$ cat config.mk
export PLATFORM = sky130hd
export DESIGN_NAME = page_table_walker_top
export DESIGN_NICKNAME = d
export VERILOG_FILES = /design/src/rtl/ptw_pkg.sv /design/src/rtl/ptw_step.sv /design/src/rtl/ptw_out_reg.sv /design/src/rtl/page_table_walker_top.sv
export SDC_FILE = /design/constraint.sdc
export NUM_CORES = 1
export LEC_CHECK = 0
export ABC_CLOCK_PERIOD_IN_PS = 5500
export BUFFER_PORTS_ARGS = -buffer_cell sky130_fd_sc_hd__buf_4
export CORE_MARGIN = 2
export CORE_UTILIZATION = 31
export CTS_CLUSTER_SIZE = 8
export DETAILED_ROUTE_END_ITERATION = 16
export HOLD_SLACK_MARGIN = 0.1
export SLEW_MARGIN = 10
export SYNTH_ARGS = -nofsm -noshare
export SYNTH_HDL_FRONTEND = slang
export SYNTH_SLANG_ARGS = --single-unit
$ cat constraint.sdc
create_clock -name clk_i -period 5.5 [get_ports clk_i]
set_input_delay 0.275 -clock clk_i [delete_from_list [all_inputs] [get_ports clk_i]]
set_output_delay 0.275 -clock clk_i [all_outputs]
set_load 0.1 [all_outputs]
$ cat src/rtl/ptw_pkg.sv
`timescale 1ns / 1ps

package ptw_pkg;

  localparam int unsigned VaW     = 64;
  localparam int unsigned PaW     = 48;
  localparam int unsigned CfgIdxW = 2;
  localparam int unsigned CfgW    = 48;

  localparam logic [63:0] OaMask = 64'h0000_ffff_ffff_f000;

  localparam logic [1:0] LastLevel = 2'd3;

  // descriptor type in bits [1:0]
  localparam logic [1:0] DescInvalid = 2'd0;
  localparam logic [1:0] DescBlock   = 2'd1;
  localparam logic [1:0] DescPage    = 2'd3;

  localparam logic ReqTranslate = 1'b0;
  localparam logic ReqResponse  = 1'b1;

  localparam logic KindRead = 1'b0;
  localparam logic KindDone = 1'b1;

  localparam logic [CfgIdxW-1:0] CfgTableBase  = 2'd0;
  localparam logic [CfgIdxW-1:0] CfgStartLevel = 2'd1;

  typedef struct packed {
    logic          req_type;
    logic [63:0]   virt_addr;
    logic [63:0]   entry_word;
  } ptw_req_t;

  typedef struct packed {
    logic          resp_kind;
    logic [63:0]   address;
    logic          mapped;
  } ptw_resp_t;

  typedef struct packed {
    logic           busy;
    logic [1:0]     level;
    logic [VaW-1:0] vaddr;
    logic [PaW-1:0] tbl;
  } ptw_state_t;

  typedef struct packed {
    logic [PaW-1:0] table_base;
    logic [1:0]     start_level;
  } ptw_cfg_t;

  // nine index bits of va for a level, shift is (3 - level) * 9 + 12
  function automatic logic [8:0] level_index(logic [63:0] va, logic [1:0] lvl);
    logic [8:0] idx;
    case (lvl)
      2'd0:    idx = va[47:39];
      2'd1:    idx = va[38:30];
      2'd2:    idx = va[29:21];
      default: idx = va[20:12];
    endcase
    return idx;
  endfunction

  // offset bits below the output address for a level
  function automatic logic [63:0] low_mask(logic [1:0] lvl);
    logic [63:0] m;
    case (lvl)
      2'd0:    m = 64'h0000_007f_ffff_ffff;
      2'd1:    m = 64'h0000_0000_3fff_ffff;
      2'd2:    m = 64'h0000_0000_001f_ffff;
      default: m = 64'h0000_0000_0000_0fff;
    endcase
    return m;
  endfunction

endpackage

$ cat src/rtl/ptw_step.sv
`timescale 1ns / 1ps

module ptw_step (
  input  ptw_pkg::ptw_req_t   req_i,
  input  ptw_pkg::ptw_state_t state_i,
  input  ptw_pkg::ptw_cfg_t   cfg_i,
  output logic                res_valid_o,
  output ptw_pkg::ptw_resp_t  res_o,
  output ptw_pkg::ptw_state_t state_o
);
  import ptw_pkg::*;

  logic [1:0]  desc_type;
  logic [63:0] lmask;
  logic [63:0] pa;
  logic        emit_read;
  logic [8:0]  idx;
  logic [PaW:0] rd_addr;
  logic [63:0] done_addr;
  logic        done_mapped;

  assign desc_type = req_i.entry_word[1:0];
  assign lmask     = low_mask(state_i.level);
  assign pa        = (req_i.entry_word & ~lmask & OaMask) | (state_i.vaddr & lmask);

  always_comb begin
    state_o     = state_i;
    res_valid_o = 1'b0;
    emit_read   = 1'b0;
    done_addr   = state_i.vaddr;
    done_mapped = 1'b0;
    if (req_i.req_type == ReqTranslate) begin
      if (!state_i.busy) begin
        state_o.busy  = 1'b1;
        state_o.level = cfg_i.start_level;
        state_o.vaddr = req_i.virt_addr;
        state_o.tbl   = cfg_i.table_base;
        emit_read     = 1'b1;
      end
    end else if (state_i.busy) begin
      res_valid_o = 1'b1;
      if (desc_type == DescInvalid) begin
        state_o.busy = 1'b0;
      end else if (desc_type == DescBlock ||
                   (desc_type == DescPage && state_i.level == LastLevel)) begin
        state_o.busy = 1'b0;
        done_addr    = pa;
        done_mapped  = 1'b1;
      end else if (state_i.level == LastLevel) begin
        // table descriptor at the last level ends unmapped
        state_o.busy = 1'b0;
      end else begin
        state_o.tbl   = req_i.entry_word[PaW-1:0] & OaMask[PaW-1:0];
        state_o.level = state_i.level + 2'd1;
        emit_read     = 1'b1;
      end
    end
    if (emit_read) begin
      res_valid_o = 1'b1;
    end
  end

  // read address follows the state that the request leaves behind
  assign idx     = level_index(state_o.vaddr, state_o.level);
  assign rd_addr = {1'b0, state_o.tbl} + {{(PaW-11){1'b0}}, idx, 3'b000};

  assign res_o = emit_read ?
                 ptw_resp_t'{resp_kind: KindRead,
                             address:   {{(64-PaW-1){1'b0}}, rd_addr},
                             mapped:    1'b0} :
                 ptw_resp_t'{resp_kind: KindDone,
                             address:   done_addr,
                             mapped:    done_mapped};

endmodule

$ cat src/rtl/ptw_out_reg.sv
`timescale 1ns / 1ps

module ptw_out_reg (
  input  logic               clk_i,
  input  logic               rst_ni,
  input  logic               res_valid_i,
  input  ptw_pkg::ptw_resp_t res_i,
  output logic               adv_o,
  output logic               out_valid_o,
  input  logic               out_stall_i,
  output ptw_pkg::ptw_resp_t out_resp_o
);
  import ptw_pkg::*;

  logic      valid_q, valid_d;
  ptw_resp_t data_q;

  // register may take a new result when empty or being drained
  assign adv_o   = !valid_q || !out_stall_i;
  assign valid_d = adv_o ? res_valid_i : valid_q;

  always_ff @(posedge clk_i or negedge rst_ni) begin
    if (!rst_ni) begin
      valid_q <= 1'b0;
    end else begin
      valid_q <= valid_d;
    end
  end

  always_ff @(posedge clk_i) begin
    if (adv_o && res_valid_i) begin
      data_q <= res_i;
    end
  end

  assign out_valid_o = valid_q;
  assign out_resp_o  = data_q;

endmodule

$ cat src/rtl/page_table_walker_top.sv
`timescale 1ns / 1ps

// channel | direction | handshake             | payload
// in      | input     | in_valid_i / in_stall_o   | in_req_i    (ptw_req_t)
// out     | output    | out_valid_o / out_stall_i | out_resp_o  (ptw_resp_t)
// cfg     | input     | cfg_we_i                  | cfg_idx_i, cfg_wdata_i
//
// one request per cycle sustained while the result register is not stalled;
// a request's result, if any, goes into the result register from the input register
// the walk state is updated by one short decode step per request, so a response
// can follow its read request in the very next cycle
// reset clears valids, walk state and configuration; no clearing pass
// in_stall_o rises only while a request is held and the result register is stalled

module page_table_walker_top (
  input  logic                           clk_i,
  input  logic                           rst_ni,
  input  logic                           in_valid_i,
  output logic                           in_stall_o,
  input  ptw_pkg::ptw_req_t              in_req_i,
  output logic                           out_valid_o,
  input  logic                           out_stall_i,
  output ptw_pkg::ptw_resp_t             out_resp_o,
  input  logic                           cfg_we_i,
  input  logic [ptw_pkg::CfgIdxW-1:0]    cfg_idx_i,
  input  logic [ptw_pkg::CfgW-1:0]       cfg_wdata_i
);
  import ptw_pkg::*;

  logic       in_valid_q;
  ptw_req_t   in_req_q;
  ptw_state_t state_q, state_d;
  ptw_cfg_t   cfg_q, cfg_d;
  logic       res_valid;
  ptw_resp_t  res;
  logic       adv;
  logic       proc;

  assign in_stall_o = in_valid_q && !adv;
  assign proc       = in_valid_q && adv;

  always_ff @(posedge clk_i or negedge rst_ni) begin
    if (!rst_ni) begin
      in_valid_q <= 1'b0;
    end else if (!in_stall_o) begin
      in_valid_q <= in_valid_i;
    end
  end

  always_ff @(posedge clk_i) begin
    if (in_valid_i && !in_stall_o) begin
      in_req_q <= in_req_i;
    end
  end

  always_comb begin
    cfg_d = cfg_q;
    if (cfg_we_i) begin
      case (cfg_idx_i)
        CfgTableBase:  cfg_d.table_base  = cfg_wdata_i[PaW-1:0];
        CfgStartLevel: cfg_d.start_level = cfg_wdata_i[1:0];
        default:       cfg_d = cfg_q;
      endcase
    end
  end

  always_ff @(posedge clk_i or negedge rst_ni) begin
    if (!rst_ni) begin
      cfg_q   <= '0;
      state_q <= '0;
    end else begin
      cfg_q <= cfg_d;
      if (proc) begin
        state_q <= state_d;
      end
    end
  end

  ptw_step u_step (
    .req_i       (in_req_q),
    .state_i     (state_q),
    .cfg_i       (cfg_q),
    .res_valid_o (res_valid),
    .res_o       (res),
    .state_o     (state_d)
  );

  ptw_out_reg u_out (
    .clk_i       (clk_i),
    .rst_ni      (rst_ni),
    .res_valid_i (proc && res_valid),
    .res_i       (res),
    .adv_o       (adv),
    .out_valid_o (out_valid_o),
    .out_stall_i (out_stall_i),
    .out_resp_o  (out_resp_o)
  );

`ifndef SYNTHESIS
  // a response arriving with no walk open gives nothing
  a_idle_resp_dropped: assert property (@(posedge clk_i) disable iff (!rst_ni)
    proc && in_req_q.req_type == ReqResponse && !state_q.busy |=> !out_valid_o)
    else $error("response while idle produced a result");

  // an accepted translate opens a walk
  a_translate_opens: assert property (@(posedge clk_i) disable iff (!rst_ni)
    proc && in_req_q.req_type == ReqTranslate && !state_q.busy |=> state_q.busy)
    else $error("translate did not start a walk");

  // a walk that continues after a response has gone one level down
  a_descend_step: assert property (@(posedge clk_i) disable iff (!rst_ni)
    proc && state_q.busy && in_req_q.req_type == ReqResponse && state_d.busy
    |=> state_q.level == $past(state_q.level) + 2'd1)
    else $error("walk continued without descending");

  // input is held back only behind a stalled result
  a_stall_cause: assert property (@(posedge clk_i) disable iff (!rst_ni)
    in_stall_o |-> out_valid_o && out_stall_i)
    else $error("input stalled with the result register free");
`endif

endmodule
==> qor.log, run 1 <==
INFO  run_status     run_status=complete, no violations
INFO  synth          post_synth_instance_area=15900um^2
INFO  worst_setup_path timing.setup.critical_path_class=reg2reg
INFO  sta            worst_skew=0.0285ns
INFO  clock_tree     cts_buffers=47
INFO  clock_tree     post-cts-setup-buffers=0
INFO  synth          syn_avg_cell_area=10.9um^2
INFO  route          drt-vias-per-instance=5.14
INFO  placement      hpwlAfterDp=34900um
INFO  synth          synth-async-reset-ratio=0.491
INFO  cells_and_area final_layout_size_suffix_gt1_frac=0.222
INFO  clock_tree     clock_latency=0.59ns
INFO  synth          syn_inst=1465
INFO  worst_setup_path worstPathBufferInverterCount=2
INFO  worst_setup_path timing.critical_path.from_type=register
INFO  cells_and_area layout_area_growth_over_synthesis=33.8%
INFO  sta            final.min_clock_period=5.19ns
INFO  cells_and_area final_util=0.417
INFO  sta            final-max-slew-violation-count=0
INFO  sta            worstMarginPinSlew=1.12ns
INFO  route          wl=51400um
INFO  synth          synth.yosys.seq_area_share=0.575
INFO  cells_and_area nets=2029
INFO  worst_setup_path critical-path-slowest-cell=edfxtp_1
INFO  clock_tree     clk_transition_reported_paths=0.05ns
INFO  hold_path      worstHoldPathType=in2async
INFO  clock_tree     cts_resized=0
INFO  clock_tree     ctsLongestPathBuffers=3
INFO  worst_setup_path critPathCaptureType=register
INFO  sta            setup-tns-final=0ns
INFO  route          drt_first_iter_violations=1196
INFO  grt            pin_count_of_the_biggest_net_entering_global_routing=94
INFO  floorplanning  design.core.area=51100um^2
INFO  grt            met3_usage=0.0335
INFO  worst_setup_path critical_path_required=5.82ns
INFO  worst_setup_path crit_path_max_incr_delay=0.57ns
INFO  sta            setup_viol=0
INFO  sta            hold_violations=0
INFO  route          drtPass1Iterations=6
INFO  placement      place_congestion=0.887
INFO  synth          synth-main-ff-cell=edfxtp_1
INFO  clock_tree     cts.sink_count=332
INFO  power_and_ir_drop cellPowerDensity=528nW/um^2
INFO  grt            antenna_found_initial=1
INFO  clock_tree     cts-hold-fix-buffers=159
INFO  floorplanning  number_of_rows_created_at_floorplan=83
INFO  worst_setup_path critical_path_peak_fanout=13
INFO  floorplanning  chip_height=231um
INFO  synth          synth_warnings=0
INFO  grt            first_global_vias=13200
INFO  sta            max-slew-margin-rel=0.252
INFO  worst_setup_path crit_family=compound AO/OA/AOI/OAI gates
INFO  sta            setup_repair_after_global_routing_missed_its_margin=false
INFO  grt            grt_first_pass_wirelength=79200um
INFO  route          remaining_drc_errors=0
INFO  grt            grt_use_met1=0.266
INFO  clock_tree     cts_max_level=2
INFO  floorplanning  floorplan.die_area=53200um^2
INFO  clock_tree     cts_root_buffer=clkbuf_16
INFO  power_and_ir_drop ir_drop=0.206mV
INFO  sta            period_share=0.944
INFO  worst_setup_path crit_path_cell_trace=a31oi_1 > nor2_1 > a221o_1 > nand2b_1 > o22ai_1 > a221oi_1 > buf_4 > ha_1 > a211oi_1 > o21a_1 > o31ai_2 > nand4_2 > buf_4 > nor4_4 > a31oi_1 > o31a_1
INFO  worst_setup_path timing.critical_path.arrival=5.51ns
INFO  floorplanning  num_io_pins=252
INFO  route          route.vias.total=13100
INFO  floorplanning  fp.dieW=231um
INFO  grt            grt_overflow_total=0
INFO  synth          synth_nets=1659
INFO  synth          synth_edf_count=169
INFO  floorplanning  start_util=0.312
INFO  flow_run       max_cap_violations=0
INFO  power_and_ir_drop static-leakage-power=8.76nW
INFO  clock_tree     clock_tree_from_tritoncts=built
INFO  grt            grt_most_used_layer=met2
INFO  grt            global_route.usage.met2=0.310
INFO  synth          synth-seq-cells=332
INFO  route          ant_nets=0
INFO  sta            fmax=0.193GHz
INFO  route          detail_route.wl_per_cell=20.1um
INFO  grt            grt_usage=0.193
INFO  placement      port_buffers=225
INFO  synth          yosysUniqueCellTypes=82
[layout make-up]
cell class                      instances  area [um^2]
Inverter                                8         30.0
Antenna cell                            1         2.50
Clock buffer                           84         1350
Multi-Input combinational cell       1028         6350
Timing Repair Buffer                  418         3540
Fill cell                            4897        29800
Tap cell                              680          851
Clock inverter                          2         50.0
Sequential cell                       332         9160
[metrics by stage]
| step | setup WS, ns | area [um^2] | cells | power [W] | hold WS [ns] |
|---|---|---|---|---|---|
| after CTS | 0.385 | 21300 | 2552 | 0.0113 | 0.350 |
| after global routing | 0.0488 | 21300 | 2553 | 0.0119 | 0.375 |
| after global placement | 0.486 | 18300 | 2307 | 0.00832 | 0.393 |
| after detailed placement | 0.398 | 18300 | 2307 | 0.00840 | 0.396 |
| after floorplan | 0.593 | 15900 | 1465 | 0.00709 | -0.0206 |
| final | 0.307 | 21300 | 2553 | 0.0113 | 0.309 |
[cells in the mapped netlist (11+ instances only)]
library cell,instances,area [um^2]
nand3_1,48,240
mux2i_1,25,250
a22o_1,16,140
and2_1,21,131
nor2_1,38,143
nor2b_1,35,219
clkbuf_1,62,233
a31oi_1,31,194
a221oi_1,11,96.3
buf_2,20,100
a211oi_1,42,315
edfxtp_1,169,5070
nand2_1,348,1310
a21o_1,11,82.6
and3_1,11,68.8
xnor2_1,16,140
a21oi_1,41,205
o21ai_0,91,455
a221o_1,14,140
dfrtp_1,163,4080
mux2_2,61,687
[per-layer routing]
metal,vias to the layer above,share of wire
met5,-,0
met4,0,0.029
met3,88,0.057
met2,479,0.47
met1,6446,0.44
li1,6118,-
[path summary, 6_finish.rpt]
kind	to	slack (ns)	cells past startpoint	startpoint
max reg2reg	u_out.out_resp_o[31]	0.31	16	in_req_q[128]
min reg2reg	state_q[110]	0.43	2	in_req_q[126]
min	state_q[107]	0.31	2	rst_ni
max	u_out.out_resp_o[31]	0.31	16	in_req_q[128]
min in group clk_i	in_req_q[124]	0.40	2	in_req_i[124]
max in group asynchronous	cfg_q[27]	3.99	3	rst_ni
[sequential cells by signal, indices dropped and copies added (netlist names)]
signal / count
cfg_q: 50
in_req_q: 103
in_valid_q: 1
state_q: 111
u_out.out_resp_o: 66
u_out.out_valid_o: 1
[worst reg2reg max path: cells and delay by family (launching register included)]
kind / cells / cell delay (ns)
AND/OR/NAND/NOR: 4 / 1.19
adder cells (fa/ha/maj): 1 / 0.17
flip-flops: 1 / 0.57
buffers and inverters: 2 / 0.46
AO/OA/AOI/OAI: 9 / 2.55
[placed cells by master, fill, tap and decap left out, types with 7 or more instances in the layout]
cell type,instances
nand2_1,347
buf_4,258
edfxtp_1,169
dfrtp_1,162
dlygate4sd3_1,159
o21ai_0,91
mux2_2,61
nand3_1,48
clkbuf_16,48
a211oi_1,42
a21oi_1,40
nor2_1,35
nor2b_1,35
clkbuf_1,35
a31oi_1,31
mux2i_1,25
and2_1,20
a22o_1,16
xnor2_1,16
a221o_1,14
a21o_1,11
and3_1,11
a221oi_1,10
nand4_1,10
a31o_2,10
ha_1,9
o211ai_1,8
o22ai_1,8
nor3_1,8
and4_1,8
o31ai_1,8
inv_1,7
nor4_1,7
o31a_1,7
[power by group]
part | switching [W] | total [W] | internal [W] | leakage [nW]
sequential | 0.000545 | 0.00395 | 0.00340 | 3.61
combinational | 0.00299 | 0.00455 | 0.00155 | 4.49
clock | 0.00111 | 0.00275 | 0.00165 | 0.661
total | 0.00465 | 0.0113 | 0.00661 | 8.76
[kinds of logic (layout without fill, tap and decap cells)]
| logic type | after synthesis | count (layout) | synth area share |
|---|---|---|---|
| AOI/OAI and AO/OA | 343 | 343 | 0.150 |
| xor gates and xnor gates | 21 | 21 | 0.0115 |
| adders and majority gates | 11 | 11 | 0.00895 |
| buffers and inverters | 105 | 512 | 0.0299 |
| DFF | 332 | 332 | 0.575 |
| muxes | 88 | 88 | 0.0602 |
| other | 0 | 1 | 0 |
| and+or+nand+nor | 565 | 565 | 0.165 |
No activity file was read; power rests on OpenSTA's default activity.
==> inputs of run 2 (changes only) <==
- CORE_ASPECT_RATIO: not set -> 0.6
- CORE_UTILIZATION: 31 -> 57
- PLACE_DENSITY: not set -> 0.8
==> run 2 against run 1 <==
  * Non-clock buffer count is 5 lower
  * Global-route usage is 15 points higher
  * Register-to-register slack worse by 0.11 ns
  * Sequential cell count stayed put
  * Core utilization is 34 points higher
  * Combinational power is 2% higher
  * Clock power hardly changed
==> qor.log, run 2 (synthesis gave the netlist of run 1 again) <==
INFO  clock_tree     clock_latency=0.56ns
INFO  worst_setup_path timing.critical_path.arrival=5.61ns
INFO  placement      place_inst=1993
INFO  clock_tree     cts_buffers=47
INFO  route          drtPass1Iterations=6
INFO  cells_and_area mostFrequentLayoutCell=nand2_1
INFO  power_and_ir_drop ir_drop=0.398mV
INFO  sta            worstMarginPinSlew=1.18ns
INFO  clock_tree     clk_transition_reported_paths=0.05ns
INFO  sta            final-max-slew-violation-count=0
INFO  route          wl=50400um
INFO  sta            holdWs=0.301ns
INFO  floorplanning  fp.dieW=220um
INFO  route          drt-vias-per-instance=6.22
INFO  cells_and_area nets=2024
INFO  run_status     run_status=complete, no violations
INFO  clock_tree     cts_max_level=2
INFO  sta            setup-tns-final=0ns
INFO  sta            max-slew-margin-rel=0.207
INFO  route          ant_nets=0
INFO  worst_setup_path setup.reg_to_reg.worst_slack=0.20ns
INFO  route          drt_first_iter_violations=2049
INFO  floorplanning  start_util=0.579
INFO  floorplanning  chip_height=133um
INFO  floorplanning  design.core.area=27500um^2
INFO  sta            worst_skew=0.0238ns
INFO  floorplanning  num_io_pins=252
INFO  grt            pin_count_of_the_biggest_net_entering_global_routing=95
INFO  cells_and_area layout.cells.most_common_list=nand2_1, buf_4, edfxtp_1
INFO  floorplanning  number_of_rows_created_at_floorplan=47
INFO  sta            setup_repair_after_global_routing_missed_its_margin=false
INFO  power_and_ir_drop cellPowerDensity=544nW/um^2
INFO  cells_and_area layout_area_growth_over_synthesis=30.9%
INFO  cells_and_area final_layout_size_suffix_gt1_frac=0.222
INFO  worst_setup_path worst_r2r_endpoint=u_out.out_resp_o[43]
INFO  grt            antenna_found_initial=3
INFO  grt            grt_usage=0.348
INFO  sta            period_share=0.964
INFO  cells_and_area largest_reg_flops=111
INFO  flow_run       max_cap_violations=0
INFO  sta            fmax=0.189GHz
INFO  cells_and_area layout.cells.non_filler=2237
INFO  floorplanning  floorplan.die_area=29300um^2
INFO  power_and_ir_drop static-leakage-power=8.73nW
INFO  clock_tree     cts.sink_count=332
INFO  sta            hold_violations=0
INFO  route          route.vias.total=13900
INFO  grt            grt_overflow_total=0
INFO  worst_setup_path critPathCaptureType=register
INFO  sta            final.min_clock_period=5.30ns
INFO  clock_tree     cts_root_buffer=clkbuf_16
INFO  placement      port_buffers=225
INFO  clock_tree     ctsLongestPathBuffers=3
INFO  worst_setup_path timing.setup.critical_path_class=reg2reg
INFO  route          detail_route.wl_per_cell=22.5um
INFO  cells_and_area largest_register=state_q
INFO  worst_setup_path reg2reg_from=state_q[114]
INFO  clock_tree     post-cts-setup-buffers=0
INFO  worst_setup_path critical_path_required=5.81ns
INFO  worst_setup_path timing.reg2reg.worst_path_depth=13
INFO  worst_setup_path timing.critical_path.from_type=register
INFO  placement      place_congestion=0.948
INFO  clock_tree     clock_tree_from_tritoncts=built
INFO  worst_setup_path critical_path_peak_fanout=94
INFO  placement      hpwlAfterDp=31500um
INFO  hold_path      worstHoldPathType=in2async
INFO  route          remaining_drc_errors=0
INFO  sta            setup_viol=0
INFO  grt            grt_first_pass_wirelength=77300um
INFO  grt            first_global_vias=13500
## run 2: cell count changes in the layout (fill, tap and decap cells not counted), sizes merged
cell | previous run | this run
clkinv | 2 | 1
dlygate4sd3 | 159 | 155
inv | 8 | 10
buf | 259 | 258
diode | 1 | 2
## run 2: cell type report
class,count,area [um^2]
inverters,8,30.0
repair buffers,413,3490
flip-flops and latches,332,9160
clock inverters,3,26.3
diodes,2,5.00
fillers,1749,6670
well taps,367,459
multi-input cells,1028,6340
clock buffers,84,1340
## run 2: power breakdown
part	total [W]	switching [W]	leakage [nW]	internal, W
clock network	0.00272	0.00109	0.648	0.00163
logic	0.00466	0.00311	4.47	0.00155
registers	0.00395	0.000550	3.61	0.00340
## run 2: how the worst max path moves through the flow
stage                        startpoint              endpoint  slack, ns  depth (start not counted)
after detailed placement   state_q[114]  u_out.out_resp_o[43]       0.35                         13
after global routing       state_q[112]  u_out.out_resp_o[26]       0.04                         15
after CTS                  state_q[114]  u_out.out_resp_o[43]       0.32                         13
after global placement     state_q[114]  u_out.out_resp_o[43]       0.50                         13
final                      state_q[114]  u_out.out_resp_o[43]       0.20                         13
after floorplan           in_req_q[128]  u_out.out_resp_o[43]       0.59                         19
## run 2: critical path, stage by stage, from the launching register on
cell and delay (ns):
dfrtp_2 0.43, buf_4 0.77, nand2_1 0.39, nor2_1 0.19, buf_4 0.27, o21ai_0 0.23
ha_1 0.36, a211oi_1 0.12, o21a_1 0.23, o31ai_2 0.40, nand4_2 0.33, or4_4 0.66
o31a_1 0.32, o31a_1 0.28
## run 2: metal layers
| layer | track usage | vias up | share of wire |
|---|---|---|---|
| met3 | 0.0747 | 131 | 0.12 |
| met4 | 0.0981 | 0 | 0.028 |
| met1 | 0.533 | 6759 | 0.42 |
| met2 | 0.503 | 911 | 0.43 |
| li1 | - | 6115 | - |
| met5 | 0 | - | 0 |
## run 2: metrics by stage
stage / worst slack, ns / utilization / cell area [um^2] / total power, W
6_report: 0.198 / 0.758 / 20800 / 0.0113
2_1_floorplan: 0.593 / - / 15900 / 0.00709
5_1_grt: 0.0403 / 0.758 / 20800 / 0.0118
4_1_cts: 0.316 / 0.757 / 20800 / 0.0112
3_5_place_dp: 0.349 / 0.651 / 17900 / 0.00835
3_3_place_gp: 0.497 / 0.651 / 17900 / 0.00822
## run 2: repair_timing
item,in CTS,in global routing
hold endpoints to repair,228,0
gates resized for setup,0,0
hold buffers,155,0
==> inputs of run 3 (changes only) <==
- CORE_UTILIZATION: 57 -> 30
- PLACE_DENSITY: 0.8 -> not set
==> run 3 against run 2 <==
  * Die area grew 87%
  * Global-route usage down 15 points
  * Clock-buffer cell count fell by 1
  * Combinational power about the same
==> qor.log, run 3 (synthesis gave the netlist of run 1 again) <==
INFO  sta            period_share=0.928
INFO  cells_and_area fillerInstances=5137
INFO  clock_tree     clk_transition_reported_paths=0.05ns
INFO  cells_and_area layout.cells.most_common_list=nand2_1, buf_4, edfxtp_1
INFO  power_and_ir_drop power.share.switching=0.418
INFO  sta            fmax=0.196GHz
INFO  run_status     run_status=complete, no violations
INFO  grt            grt_overflow_total=0
INFO  route          drt-vias-per-instance=5.17
INFO  worst_setup_path timing.critical_path.from_type=register
INFO  hold_path      min_from=cfg_idx_i[1]
INFO  worst_setup_path crit_path_max_incr_delay=0.65ns
INFO  placement      hpwlAfterDp=38200um
INFO  cells_and_area final_layout_size_suffix_gt1_frac=0.225
INFO  route          wl=54100um
INFO  power_and_ir_drop ir_drop=0.313mV
INFO  cells_and_area nets=2028
INFO  worst_setup_path crit_path_frequent_cell=buf_4
INFO  hold_path      worstHoldPathType=in2reg
INFO  worst_setup_path reg2reg_from=in_req_q[128]
INFO  cells_and_area layout.cells.non_filler=2573
INFO  flow_run       max_cap_violations=0
INFO  route          drt_first_iter_violations=1180
INFO  power_and_ir_drop static-leakage-power=8.75nW
INFO  sta            setup-tns-final=0ns
INFO  worst_setup_path critical_path_required=5.79ns
INFO  grt            antenna_found_initial=0
INFO  sta            setup_repair_after_global_routing_missed_its_margin=false
INFO  placement      port_buffers=225
INFO  power_and_ir_drop pwr-share-seq=0.350
INFO  floorplanning  floorplan.die_area=55000um^2
INFO  clock_tree     cts_max_level=2
INFO  floorplanning  design.core.area=52500um^2
INFO  clock_tree     cts.sink_count=332
INFO  worst_setup_path critical-path-slowest-cell=o2111ai_1
INFO  route          detail_route.wl_per_cell=21.0um
INFO  power_and_ir_drop clkPwrFrac=0.242
INFO  grt            grt_usage=0.194
INFO  sta            max-slew-margin-rel=0.201
INFO  route          drtPass1Iterations=6
INFO  route          remaining_drc_errors=0
INFO  power_and_ir_drop total_switching_power=0.00475W
INFO  worst_setup_path critical_path_peak_fanout=18
INFO  power_and_ir_drop cellPowerDensity=533nW/um^2
INFO  floorplanning  number_of_rows_created_at_floorplan=65
INFO  floorplanning  fp.dieW=301um
INFO  sta            setup_viol=0
INFO  worst_setup_path timing.critical_path.arrival=5.39ns
INFO  sta            hold_violations=0
INFO  route          ant_nets=0
INFO  floorplanning  start_util=0.303
INFO  clock_tree     ctsLongestPathBuffers=3
INFO  worst_setup_path critPathCaptureType=register
INFO  sta            worst_skew=0.0207ns
INFO  sta            holdWs=0.256ns
INFO  grt            pin_count_of_the_biggest_net_entering_global_routing=94
INFO  clock_tree     cts_buffers=47
INFO  worst_setup_path setup.worst_path.start=in_req_q[128]
INFO  clock_tree     cts_root_buffer=clkbuf_16
INFO  placement      place_inst=2333
INFO  clock_tree     post-cts-setup-buffers=0
INFO  clock_tree     clock_latency=0.57ns
INFO  route          route.vias.total=13300
INFO  grt            grt_first_pass_wirelength=81400um
INFO  power_and_ir_drop comb_power_share=0.408
INFO  power_and_ir_drop internal_power_contribution=0.00661W
INFO  cells_and_area mostFrequentLayoutCell=nand2_1
INFO  cells_and_area largest_reg_flops=111
INFO  cells_and_area n_antenna_cell=0
INFO  cells_and_area layout_area_growth_over_synthesis=33.8%
INFO  floorplanning  num_io_pins=252
INFO  placement      place_congestion=0.909
INFO  clock_tree     clock_tree_from_tritoncts=built
INFO  worst_setup_path timing.setup.critical_path_class=reg2reg
INFO  sta            final-max-slew-violation-count=0
INFO  grt            first_global_vias=13200
INFO  worst_setup_path crit_path_cell_trace=buf_4 > nand4b_1 > o211ai_1 > o21ai_1 > buf_4 > and2_1 > a32o_1 > a21oi_1 > ha_1 > fa_1 > a21o_1 > nand4_1 > a21oi_1 > o2111ai_1 > nor3_2 > buf_4 > and4_1 > o31ai_1
INFO  sta            worstMarginPinSlew=1.19ns
INFO  cells_and_area largest_register=state_q
INFO  floorplanning  chip_height=182um
INFO  sta            final.min_clock_period=5.11ns
## run 3: changes by cell type in the layout (fill, tap and decap cells not counted), sizes merged
| cell | delta |
|---|---|
| buf | +4 |
| clkbuf | -1 |
| clkinv | +1 |
| diode | -2 |
| inv | -2 |
## run 3: final timing paths
path | slack, ns | to | cells after the start
min reg2reg | 0.43 | state_q[96] | 2
max in group asynchronous | 3.92 | cfg_q[43] | 3
min in group asynchronous | 0.31 | cfg_q[4] | 2
max reg2reg | 0.39 | u_out.out_resp_o[44] | 18
min | 0.26 | cfg_q[1] | 3
max | 0.39 | u_out.out_resp_o[44] | 18
## run 3: what timing repair did
item / 4_1_cts / 5_1_grt
hold buffers: 155 / 0
endpoints found under the hold margin: 233 / 0
gates resized for setup: 0 / 0
## run 3: power groups by stage
stage               Sequential, W  Combinational (W)  Clock [W]
global placement          0.00398            0.00443          0
CTS                       0.00396            0.00461    0.00282
finish                    0.00398            0.00463    0.00275
detailed placement        0.00400            0.00449          0
floorplan                 0.00460            0.00249          0
global route              0.00404            0.00503    0.00294
## run 3: per-layer routing
metal	vias to the layer above	GRT usage	share of wire
li1	6124	-	-
met3	49	0.0313	0.068
met4	0	0.0339	0.012
met1	6597	0.295	0.48
met2	524	0.291	0.44
met5	-	0	0
## run 3: critical path, delay by kind of cell, from the launching register on
kind / cells / cell delay (ns)
buffers and inverters: 3 / 0.82
flip-flops: 1 / 0.52
AO/OA/AOI/OAI: 8 / 2.10
adder cells (fa/ha/maj): 2 / 0.64
AND/OR/NAND/NOR: 5 / 0.73
## run 3: final cells by class
type | instances | area, um^2 | area share
Sequential cell | 332 | 9160 | 0.430
Multi-Input combinational cell | 1028 | 6350 | 0.298
Timing Repair Buffer | 417 | 3520 | 0.165
Clock buffer | 83 | 1350 | 0.0635
Tap cell | 703 | 880 | 0.0413
Inverter | 8 | 30.0 | 0.00141
Clock inverter | 2 | 25.0 | 0.00117
## run 3: through the flow
stage | util | instance area, um^2 | worst slack [ns] | power (W)
floorplan | - | 15900 | 0.593 | 0.00709
global placement | 0.350 | 18400 | 0.599 | 0.00841
detailed placement | 0.350 | 18400 | 0.543 | 0.00849
CTS | 0.406 | 21300 | 0.506 | 0.0114
global route | 0.406 | 21300 | 0.259 | 0.0120
finish | 0.406 | 21300 | 0.394 | 0.0114
